==> src/sv/bsdc_pkg.sv <==
// Package for the byte sorter with duplicate check.
// Holds the beat payload types and the command and status types that
// join the controller and the datapath. No dependencies.
package bsdc_pkg;

    typedef struct packed {
        logic signed [7:0] char_value;
        logic              is_last;
    } chr_beat_t;

    typedef struct packed {
        logic signed [7:0] sorted_value;
        logic              end_of_run;
        logic              all_distinct;
        logic              overflowed;
    } srt_beat_t;

    // Commands from the controller to the datapath.
    typedef struct packed {
        logic insert;
        logic pop;
    } bsdc_cmd_t;

    // Status from the datapath to the controller.
    typedef struct packed {
        logic one_left;
    } bsdc_stat_t;

endpackage

==> src/sv/byte_sorter_with_duplicate_check.sv <==
// Byte sorter with duplicate check: keeps signed bytes in ascending order.
// Loading takes one byte per cycle; every cell compares the byte at once.
// After the last byte, the emit phase loads results into the output register,
// one per cycle unless stalled; input stalls until the last result is loaded.
// Reset clears the fill count, the flags and the controller; the cells keep
// whatever they hold, since only filled cells are ever read.
module byte_sorter_with_duplicate_check
    import bsdc_pkg::*;
#(
    parameter int MAX_LEN = 64
)
(
    input  logic      clk,
    input  logic      rst_n,
    input  logic      chr_valid,
    output logic      chr_stall,
    input  chr_beat_t chr_data,
    output logic      srt_valid,
    input  logic      srt_stall,
    output srt_beat_t srt_data
);

    bsdc_cmd_t  cmd;
    bsdc_stat_t stat;

    bsdc_ctrl u_ctrl (
        .clk       (clk),
        .rst_n     (rst_n),
        .chr_valid (chr_valid),
        .is_last   (chr_data.is_last),
        .chr_stall (chr_stall),
        .srt_valid (srt_valid),
        .srt_stall (srt_stall),
        .stat      (stat),
        .cmd       (cmd)
    );

    bsdc_datapath #(
        .MAX_LEN (MAX_LEN)
    ) u_datapath (
        .clk        (clk),
        .rst_n      (rst_n),
        .cmd        (cmd),
        .char_value (chr_data.char_value),
        .stat       (stat),
        .srt_data   (srt_data)
    );

    // A waiting result beat holds still until it is taken.
    a_result_holds: assert property (
        @(posedge clk) disable iff (!rst_n)
        (srt_valid && srt_stall) |=> (srt_valid && $stable(srt_data))
    ) else $error("result beat changed while stalled");

    // The run flags stay the same from one result beat to the next within a run.
    a_flags_steady: assert property (
        @(posedge clk) disable iff (!rst_n)
        (srt_valid && !srt_stall && !srt_data.end_of_run) |=>
            (!srt_valid ||
             ((srt_data.all_distinct == $past(srt_data.all_distinct)) &&
              (srt_data.overflowed == $past(srt_data.overflowed))))
    ) else $error("run flags changed within a run");

    // Loading and emitting never happen in the same cycle.
    a_no_overlap: assert property (
        @(posedge clk) disable iff (!rst_n)
        !(cmd.insert && cmd.pop)
    ) else $error("insert and pop in the same cycle");

endmodule

==> src/sv/bsdc_datapath.sv <==
// Datapath of the byte sorter: the insertion chain of cells, the fill count,
// the duplicate and overflow flags and the result register.
// Depends on bsdc_pkg.
module bsdc_datapath
    import bsdc_pkg::*;
#(
    parameter int MAX_LEN = 64
)
(
    input  logic       clk,
    input  logic       rst_n,
    input  bsdc_cmd_t  cmd,
    input  logic signed [7:0] char_value,
    output bsdc_stat_t stat,
    output srt_beat_t  srt_data
);

    localparam int CW = $clog2(MAX_LEN + 1);

    logic signed [7:0] cell_reg  [MAX_LEN];
    logic signed [7:0] cell_next [MAX_LEN];
    logic [CW-1:0]     count_reg;
    logic [CW-1:0]     count_next;
    logic              dup_reg;
    logic              dup_next;
    logic              ovf_reg;
    logic              ovf_next;
    srt_beat_t         out_reg;
    srt_beat_t         out_next;

    logic [MAX_LEN-1:0] vld;
    logic [MAX_LEN-1:0] gt;
    logic [MAX_LEN-1:0] eq;
    logic               full;
    logic               one_left;

    assign full     = (count_reg == CW'(MAX_LEN));
    assign one_left = (count_reg == CW'(1));

    // Every cell compares itself against the incoming byte at once.
    always_comb
    begin
        for (int i = 0; i < MAX_LEN; i++)
        begin
            vld[i] = (CW'(i) < count_reg);
            gt[i]  = vld[i] && (cell_reg[i] > char_value);
            eq[i]  = vld[i] && (cell_reg[i] == char_value);
        end
    end

    // A cell keeps its byte when that byte is not greater than the new one.
    // Cells past the insertion point take their left neighbor, and the
    // first of them takes the new byte. Equal bytes land after equal ones.
    always_comb
    begin
        for (int i = 0; i < MAX_LEN; i++)
        begin
            cell_next[i] = cell_reg[i];
        end
        if (cmd.pop)
        begin
            for (int i = 0; i < MAX_LEN - 1; i++)
            begin
                cell_next[i] = cell_reg[i + 1];
            end
        end
        else if (cmd.insert && !full)
        begin
            if (!(vld[0] && !gt[0]))
            begin
                cell_next[0] = char_value;
            end
            for (int i = 1; i < MAX_LEN; i++)
            begin
                if (vld[i] && !gt[i])
                begin
                    cell_next[i] = cell_reg[i];
                end
                else if (gt[i - 1])
                begin
                    cell_next[i] = cell_reg[i - 1];
                end
                else
                begin
                    cell_next[i] = char_value;
                end
            end
        end
    end

    always_comb
    begin
        count_next = count_reg;
        dup_next   = dup_reg;
        ovf_next   = ovf_reg;
        out_next   = out_reg;
        if (cmd.pop)
        begin
            out_next.sorted_value = cell_reg[0];
            out_next.end_of_run   = one_left;
            out_next.all_distinct = !dup_reg;
            out_next.overflowed   = ovf_reg;
            count_next            = count_reg - CW'(1);
            if (one_left)
            begin
                dup_next = 1'b0;
                ovf_next = 1'b0;
            end
        end
        else if (cmd.insert)
        begin
            if (full)
            begin
                ovf_next = 1'b1;
            end
            else
            begin
                count_next = count_reg + CW'(1);
                dup_next   = dup_reg | (|eq);
            end
        end
    end

    always_ff @(posedge clk)
    begin
        for (int i = 0; i < MAX_LEN; i++)
        begin
            cell_reg[i] <= cell_next[i];
        end
        out_reg <= out_next;
    end

    always_ff @(posedge clk or negedge rst_n)
    begin
        if (!rst_n)
        begin
            count_reg <= '0;
            dup_reg   <= 1'b0;
            ovf_reg   <= 1'b0;
        end
        else
        begin
            count_reg <= count_next;
            dup_reg   <= dup_next;
            ovf_reg   <= ovf_next;
        end
    end

    assign stat.one_left = one_left;
    assign srt_data      = out_reg;

endmodule

==> src/sv/bsdc_ctrl.sv <==
// Controller of the byte sorter: load and emit phases, the input stall and
// the valid bit of the result register.
// Depends on bsdc_pkg.
module bsdc_ctrl
    import bsdc_pkg::*;
(
    input  logic       clk,
    input  logic       rst_n,
    input  logic       chr_valid,
    input  logic       is_last,
    output logic       chr_stall,
    output logic       srt_valid,
    input  logic       srt_stall,
    input  bsdc_stat_t stat,
    output bsdc_cmd_t  cmd
);

    localparam logic ST_LOAD = 1'b0;
    localparam logic ST_EMIT = 1'b1;

    logic state_reg;
    logic state_next;
    logic valid_reg;
    logic valid_next;
    logic accept;
    logic pop;

    assign chr_stall = (state_reg != ST_LOAD);
    assign accept    = chr_valid && !chr_stall;

    // In the emit phase, a result moves into the output register whenever it is
    // empty or its beat is being taken in this cycle.
    assign pop = (state_reg == ST_EMIT) && (!valid_reg || !srt_stall);

    always_comb
    begin
        state_next = state_reg;
        case (state_reg)
            ST_LOAD:
            begin
                if (accept && is_last)
                begin
                    state_next = ST_EMIT;
                end
            end
            ST_EMIT:
            begin
                if (pop && stat.one_left)
                begin
                    state_next = ST_LOAD;
                end
            end
            default:
            begin
                state_next = ST_LOAD;
            end
        endcase
    end

    always_comb
    begin
        if (pop)
        begin
            valid_next = 1'b1;
        end
        else
        begin
            valid_next = valid_reg && srt_stall;
        end
    end

    always_ff @(posedge clk or negedge rst_n)
    begin
        if (!rst_n)
        begin
            state_reg <= ST_LOAD;
            valid_reg <= 1'b0;
        end
        else
        begin
            state_reg <= state_next;
            valid_reg <= valid_next;
        end
    end

    assign cmd.insert = accept;
    assign cmd.pop    = pop;
    assign srt_valid  = valid_reg;

endmodule
==> config.mk <==
export PLATFORM = sky130hd
export DESIGN_NAME = byte_sorter_with_duplicate_check
export DESIGN_NICKNAME = d
export VERILOG_FILES = /design/src/sv/bsdc_pkg.sv /design/src/sv/byte_sorter_with_duplicate_check.sv /design/src/sv/bsdc_datapath.sv /design/src/sv/bsdc_ctrl.sv
export SDC_FILE = /design/constraint.sdc
export NUM_CORES = 2
export LEC_CHECK = 0
export BUFFER_PORTS_ARGS = -buffer_cell sky130_fd_sc_hd__buf_2
export CAP_MARGIN = 25
export CORE_MARGIN = 1
export CORE_UTILIZATION = 67
export CTS_BUF_LIST = sky130_fd_sc_hd__clkbuf_4
export CTS_CLUSTER_DIAMETER = 200
export DETAILED_ROUTE_END_ITERATION = 8
export PLACE_DENSITY = 0.83
export SYNTH_ARGS = -nofsm -noshare
export SYNTH_HDL_FRONTEND = slang
export SYNTH_SLANG_ARGS = --single-unit
==> constraint.sdc <==
create_clock -name clk -period 3.6 [get_ports clk]
set_input_delay 0.18 -clock clk [delete_from_list [all_inputs] [get_ports clk]]
set_output_delay 0.18 -clock clk [all_outputs]
set_load 0.05 [all_outputs]
; ---- After elaboration in Yosys (flattened, before gate mapping)
; Memories as Yosys holds them, arrays and structs flattened.
; Cells that the tools add are included.
[word_totals]
inputBits = 13
ramBits = 512
reg_bits = 22
memories = 1
[op_classes]
magnitude_cmp = 128
bitwise = 2
n_addsub = 2
n_eq_ne = 68
mux = 144
n_reduce_logical = 274
[memory_table]
columns = memory, depth, word_bits, read_ports, rd_clocked_by_memory_dff, wr, line
row1 = u_datapath.cell_reg, 64, 8, 64, 0, 64, bsdc_datapath.sv:20  ; logic signed [7:0] cell_reg [MAX_LEN];
[op_table]
columns = op, n
row1 = $mux W8, 128
row2 = $eq A8 B8 Y1, 64
row3 = $gt A8 B8 Y1, 64
row4 = $mux W512, 1
row5 = $mux W504, 1
row6 = $lt A6 B7 Y1 const A, 32
row7 = $logic_and A1 B1 Y1, 198
row8 = $lt A5 B7 Y1 const A, 16
row9 = $logic_not A1 Y1, 69
row10 = $reduce_or A64 Y1, 1
row11 = $lt A4 B7 Y1 const A, 8
row12 = $lt A3 B7 Y1 const A, 4
row13 = $mux W7, 3
row14 = $lt A1 B7 Y1 const A, 2
row15 = $lt A2 B7 Y1 const A, 2
row16 = $mux W1, 10
row17 = $add A7 B1 Y7 const B, 1
row18 = $eq A7 B1 Y1 const B, 1
row19 = $eq A7 B7 Y1 const B, 1
row20 = $sub A7 B1 Y7 const B, 1
row21 = $reduce_and A3 Y1, 2
row22 = $reduce_bool A2 Y1, 2
row23 = $ne A2 B1 Y1 const B, 1
row24 = $ne A2 B2 Y1 const B, 1
row25 = other kinds (5), 5

; ---- Logic depth before layout (Yosys ltp)
[logic_depth]
depth_word = 7
mapped_depth = 12

; ---- Modules after synthesis
; From an unflattened synthesis, not the netlist that was laid out.
[unflattened]
cells_unflattened = 4780
hier_area_um2 = 43275.3
[by_module_without_submodules]
columns = mod, cells_per_inst, seq_area_each_um2, area_each_um2, n_inst
row1 = bsdc_datapath, 4770, 15930.3, 43172.7, 1
row2 = bsdc_ctrl, 10, 50.0, 102.6, 1

; ---- Worst setup path after synthesis
; No wires, ideal clock.
[synth_path]
kind = input -> register
startpoint = input chr_data[8] (netlist name)
endpoint = memory u_datapath.cell_reg[0][0] (enable)
t_arrival_ps = 3651
stages = 9
required_ps = 3216
n_path_buf = 2
slack_ps = -435
cell_sequence = clkbuf_1 -> clkbuf_1 -> inv_1 -> ha_1 -> nand4_1 -> o22ai_1 -> a2111oi_0 -> a211oi_1 -> o21ai_0
[synth_lines]
columns = element, line
row1 = "start, declared", byte_sorter_with_duplicate_check.sv:17  ; input chr_beat_t chr_data,
row2 = "end, declared", bsdc_datapath.sv:20

; ---- Worst setup path in the final report
[layout_path]
startpoint = register u_datapath.count_reg[5]
endpoint = register u_datapath.dup_reg
[layout_between]
elab_chain_cells = 7
elab_cells_between_ends = 138
classes_between = order compare: 64 / eq/ne: 4 / mux: 3 / bitwise: 1 / reduce/logical: 66
[layout_lines]
columns = element, line
row1 = "start, declared", bsdc_datapath.sv:22  ; logic [CW-1:0] count_reg;
row2 = "start signal, assigned", bsdc_datapath.sv:143  ; count_reg <= count_next;
row3 = $lt A1 B7 Y1 (tied with other cells), bsdc_datapath.sv:45  ; vld[i] = (CW'(i) < count_reg);
row4 = $logic_and A1 B1 Y1, bsdc_datapath.sv:47  ; eq[i] = vld[i] && (cell_reg[i] == char_value);
row5 = $reduce_or A64 Y1, bsdc_datapath.sv:119  ; dup_next = dup_reg | (|eq);
row6 = $or A1 B1 Y1, bsdc_datapath.sv:119
row7 = $mux W1, bsdc_datapath.sv:112  ; if (full)
row8 = $mux W1, bsdc_datapath.sv:110  ; else if (cmd.insert)
row9 = $mux W1, bsdc_datapath.sv:97  ; if (cmd.pop)
row10 = "end signal, assigned", bsdc_datapath.sv:144  ; dup_reg <= dup_next;
row11 = "end, declared", bsdc_datapath.sv:24  ; logic dup_reg;
; Several ways; a longest one is shown, not always the timed one. The select of a mux whose other input is x is not followed.
; A chain may end at the register's enable or synchronous reset.

==> impl_metrics.json <==
{
  "max-cap-violations": 0,
  "startpoint": "u_datapath.count_reg[5]",
  "leakage_uw": 0.0186,
  "finalClockSkew_ns": 0.0653,
  "slowest_stage": "a2111oi_0",
  "rr_startpoint": "u_datapath.count_reg[5]",
  "worstSetupStartpointType": "register",
  "synth_edf_count": 523,
  "die_area_um2": 62700,
  "fin_crit_sh_pct": 97.6,
  "tightest_slew_ns": 1.13,
  "cp_num_buf_inv": 1,
  "clkLatencyLatePin_ns": 1.05,
  "ioPinCount": 26,
  "grt.overflow.total": 0,
  "setup_violations": 0,
  "htree_num_levels": 4,
  "slew-limit-headroom_pct": 24.3,
  "grt_pass1_wl_mm": 198,
  "drive_gt1_share_pct": 11.6,
  "hpwl_mm": 87.3,
  "drc": 0,
  "grt_usage_pct": 40.3,
  "wirelength_mm": 127,
  "crit_family": "compound AO/OA/AOI/OAI gates",
  "clkTransAtPathRegs_ns": 0.07,
  "antenna_found_initial": 5,
  "min-delay-start": "chr_valid",
  "cts_tree": "done",
  "min_period_ns": 3.51,
  "path_cells": "buf_4 -> or2_1 -> a21oi_1 -> nor3_1 -> a2111oi_0 -> nand4_1 -> o221a_1",
  "areaGrowthSynthToFinish_pct": 8.39,
  "port_buffers": 25,
  "syn_inst": 4221,
  "netlist_area_um2": 41300,
  "cpPeakStageDelay_ns": 0.90,
  "power-per-cell-area_nw_per_um2": 983,
  "via_count": 36202,
  "post_cts_buffers": 0,
  "end_kind": "register",
  "hp-class": "input pin to register",
  "switchingPower_uw": 20200,
  "arrival_ns": 4.44,
  "yosys_most_used_dff": "edfxtp_1",
  "cp.required_ns": 4.53,
  "p_int_uw": 23800,
  "largest_register_ffs": 512,
  "ys_types": 83,
  "cts_max_path_buffers": 3,
  "ys_ff_latch": 534,
  "synthesis.nets": 4750,
  "p_seq_share_pct": 33.3,
  "ys_seq_area_share_pct": 38.7,
  "initial_core_util_pct": 68.1,
  "fmax_mhz": 285,
  "die_y_um": 250,
  "grt_pass1_vias": 35679,
  "p_sw_share_pct": 45.9,
  "r2r_setup_slack_ns": 0.09,
  "slew_viol_final": 0,
  "cts_buffers": 145,
  "fin_total_pwr_uw": 44100,
  "pwr-share-comb_pct": 53.9,
  "drtPass1Iterations": 8,
  "coreArea_um2": 60700,
  "critPathMaxFanout": 14,
  "yosys_warnings": 0,
  "clkPwrFrac_pct": 12.9,
  "place_congestion": 0.970,
  "rsz0062_at_grt": "no",
  "via_per_inst": 6.99,
  "nNetsFinal": 4825,
  "timing_hold_violations_final": 0,
  "synthArstFlopShare_pct": 2.06,
  "clk_root_buffer_cell": "clkbuf_4",
  "status": "complete, no violations",
  "grt_max_degree": 103,
  "stdcell_count": 5180,
  "rows": 90,
  "avgSynthCellArea_um2": 9.80,
  "wl_per_cell_um": 24.5,
  "vdd_drop_max_v": 0.000527,
  "placed_cells": 4915,
  "cts_num_sinks": 534,
  "drt-initial-drc-count": 4512,
  "fill_cells": 4268,
  "fp.dieW_um": 250,
  "crit_type": "register to register",
  "final_antenna_net_count": 0
}
[cell type report]
class	instances	area (um2)	area share (%)
multi-input cells	3298	24000	53.7
diodes	1	2.50	0.00558
repair buffers	142	1310	2.93
flip-flops and latches	534	16000	35.7
clock buffers	212	1590	3.55
inverters	175	681	1.52
clock inverters	36	223	0.497
well taps	782	978	2.18
[cells by family after synthesis]
group | after synthesis | share of synthesized area (%)
compound gates | 1054 | 15.1
buf+inv | 389 | 3.79
flops | 534 | 38.7
mux | 504 | 12.2
fa+ha+maj | 516 | 15.6
simple gates | 1218 | 14.5
xor+xnor | 6 | 0.127
[Yosys cell counts (5+ instances only)]
| library cell | n | share of area (%) |
|---|---|---|
| nor3_1 | 82 | 0.99 |
| a31oi_1 | 5 | 0.076 |
| mux2i_1 | 496 | 12 |
| or3_1 | 11 | 0.17 |
| a21oi_2 | 8 | 0.17 |
| nor4_4 | 14 | 0.72 |
| dfrtp_1 | 11 | 0.67 |
| a21o_1 | 5 | 0.091 |
| a21oi_1 | 99 | 1.2 |
| nand4_1 | 127 | 1.9 |
| o21a_1 | 45 | 0.82 |
| nor3_4 | 14 | 0.55 |
| a211oi_1 | 17 | 0.31 |
| nor2_1 | 226 | 2.1 |
| nor3b_1 | 14 | 0.25 |
| buf_4 | 6 | 0.11 |
| o22ai_1 | 82 | 1.2 |
| a2111o_1 | 15 | 0.41 |
| nand2b_1 | 10 | 0.15 |
| buf_6 | 6 | 0.16 |
| o21ai_2 | 15 | 0.32 |
| a211oi_4 | 7 | 0.34 |
| nor2b_1 | 89 | 1.3 |
| a2111oi_0 | 13 | 0.28 |
| o211ai_1 | 38 | 0.69 |
| buf_2 | 31 | 0.38 |
| ha_1 | 516 | 16 |
| inv_1 | 174 | 1.6 |
| clkbuf_1 | 171 | 1.6 |
| nand3_1 | 44 | 0.53 |
| nand2_1 | 529 | 4.8 |
| o21ai_1 | 153 | 1.9 |
| xnor2_1 | 5 | 0.11 |
| or2_2 | 32 | 0.48 |
| edfxtp_1 | 523 | 38 |
| mux2_2 | 8 | 0.22 |
| o21ai_0 | 505 | 6.1 |
[power by group through the flow]
stage | Clock (uW) | Combinational (uW) | Sequential (uW)
floorplan | 0 | 17800 | 13200
global placement | 0 | 22200 | 14500
CTS | 5680 | 23200 | 14400
detailed placement | 0 | 23000 | 14500
finish | 5660 | 23700 | 14700
global route | 5980 | 25900 | 14800
[cell usage in the layout (no fill, tap or decap), types with 11 or more instances in the layout]
| cell type | instances |
|---|---|
| a2111o_1 | 15 |
| a2111oi_0 | 11 |
| a211oi_1 | 17 |
| a21oi_1 | 99 |
| buf_12 | 21 |
| buf_2 | 23 |
| buf_4 | 82 |
| clkbuf_4 | 212 |
| clkinv_1 | 24 |
| dlygate4sd3_1 | 16 |
| edfxtp_1 | 523 |
| ha_1 | 501 |
| ha_4 | 15 |
| inv_1 | 166 |
| mux2i_1 | 496 |
| nand2_1 | 528 |
| nand3_1 | 44 |
| nand4_1 | 127 |
| nor2_1 | 226 |
| nor2b_1 | 88 |
| nor3_1 | 82 |
| nor3_4 | 14 |
| nor3b_1 | 14 |
| nor4_4 | 14 |
| o211ai_1 | 38 |
| o21a_1 | 45 |
| o21ai_0 | 478 |
| o21ai_1 | 175 |
| o21ai_2 | 20 |
| o22ai_1 | 82 |
| or2_2 | 32 |
| or3_1 | 11 |
[stage by stage]
| step | hold WS, ns | cell area (um2) | util (%) | worst slack, ns | TNS, ns |
|---|---|---|---|---|---|
| 2_1_floorplan | -0.116 | 41600 | - | -0.165 | -19.61 |
| 3_3_place_gp | 0.0869 | 42800 | 70.6 | 0.350 | 0 |
| 3_5_place_dp | 0.0838 | 42800 | 70.6 | 0.321 | 0 |
| 4_1_cts | 0.198 | 44800 | 73.8 | 0.288 | 0 |
| 5_1_grt | 0.299 | 44800 | 73.8 | 0.196 | 0 |
| 6_report | 0.286 | 44800 | 73.8 | 0.0868 | 0 |
[worst min-delay path, cell delays in order]
cell and delay (ns):
dlygate4sd3_1 0.53, buf_2 0.12, nor2b_1 0.18, a22o_1 0.25
[path summary, 6_finish.rpt]
check	depth (start not counted)	to
setup / recovery	7	u_datapath.dup_reg
hold / removal	4	u_datapath.ovf_reg
setup reg to reg	7	u_datapath.dup_reg
hold reg to reg	0	u_datapath.srt_data[0]
max in group asynchronous	3	u_datapath.count_reg[6]
min in group asynchronous	3	u_datapath.count_reg[5]
[per-layer routing]
metal  global-route usage, %  vias to the layer above  wire length (um)
li1                        -                    16093                 -
met1                    52.9                    17116             48500
met2                    62.0                     2481             56500
met3                    8.87                      504             15300
met4                    22.3                        8              6720
met5                       0                        -                53
[repair_timing]
item	in CTS	in global routing
hold buffers	16	0
resized for setup	0	0
hold endpoints to repair	59	0
Note: power is estimated with default switching activity, not from simulation.
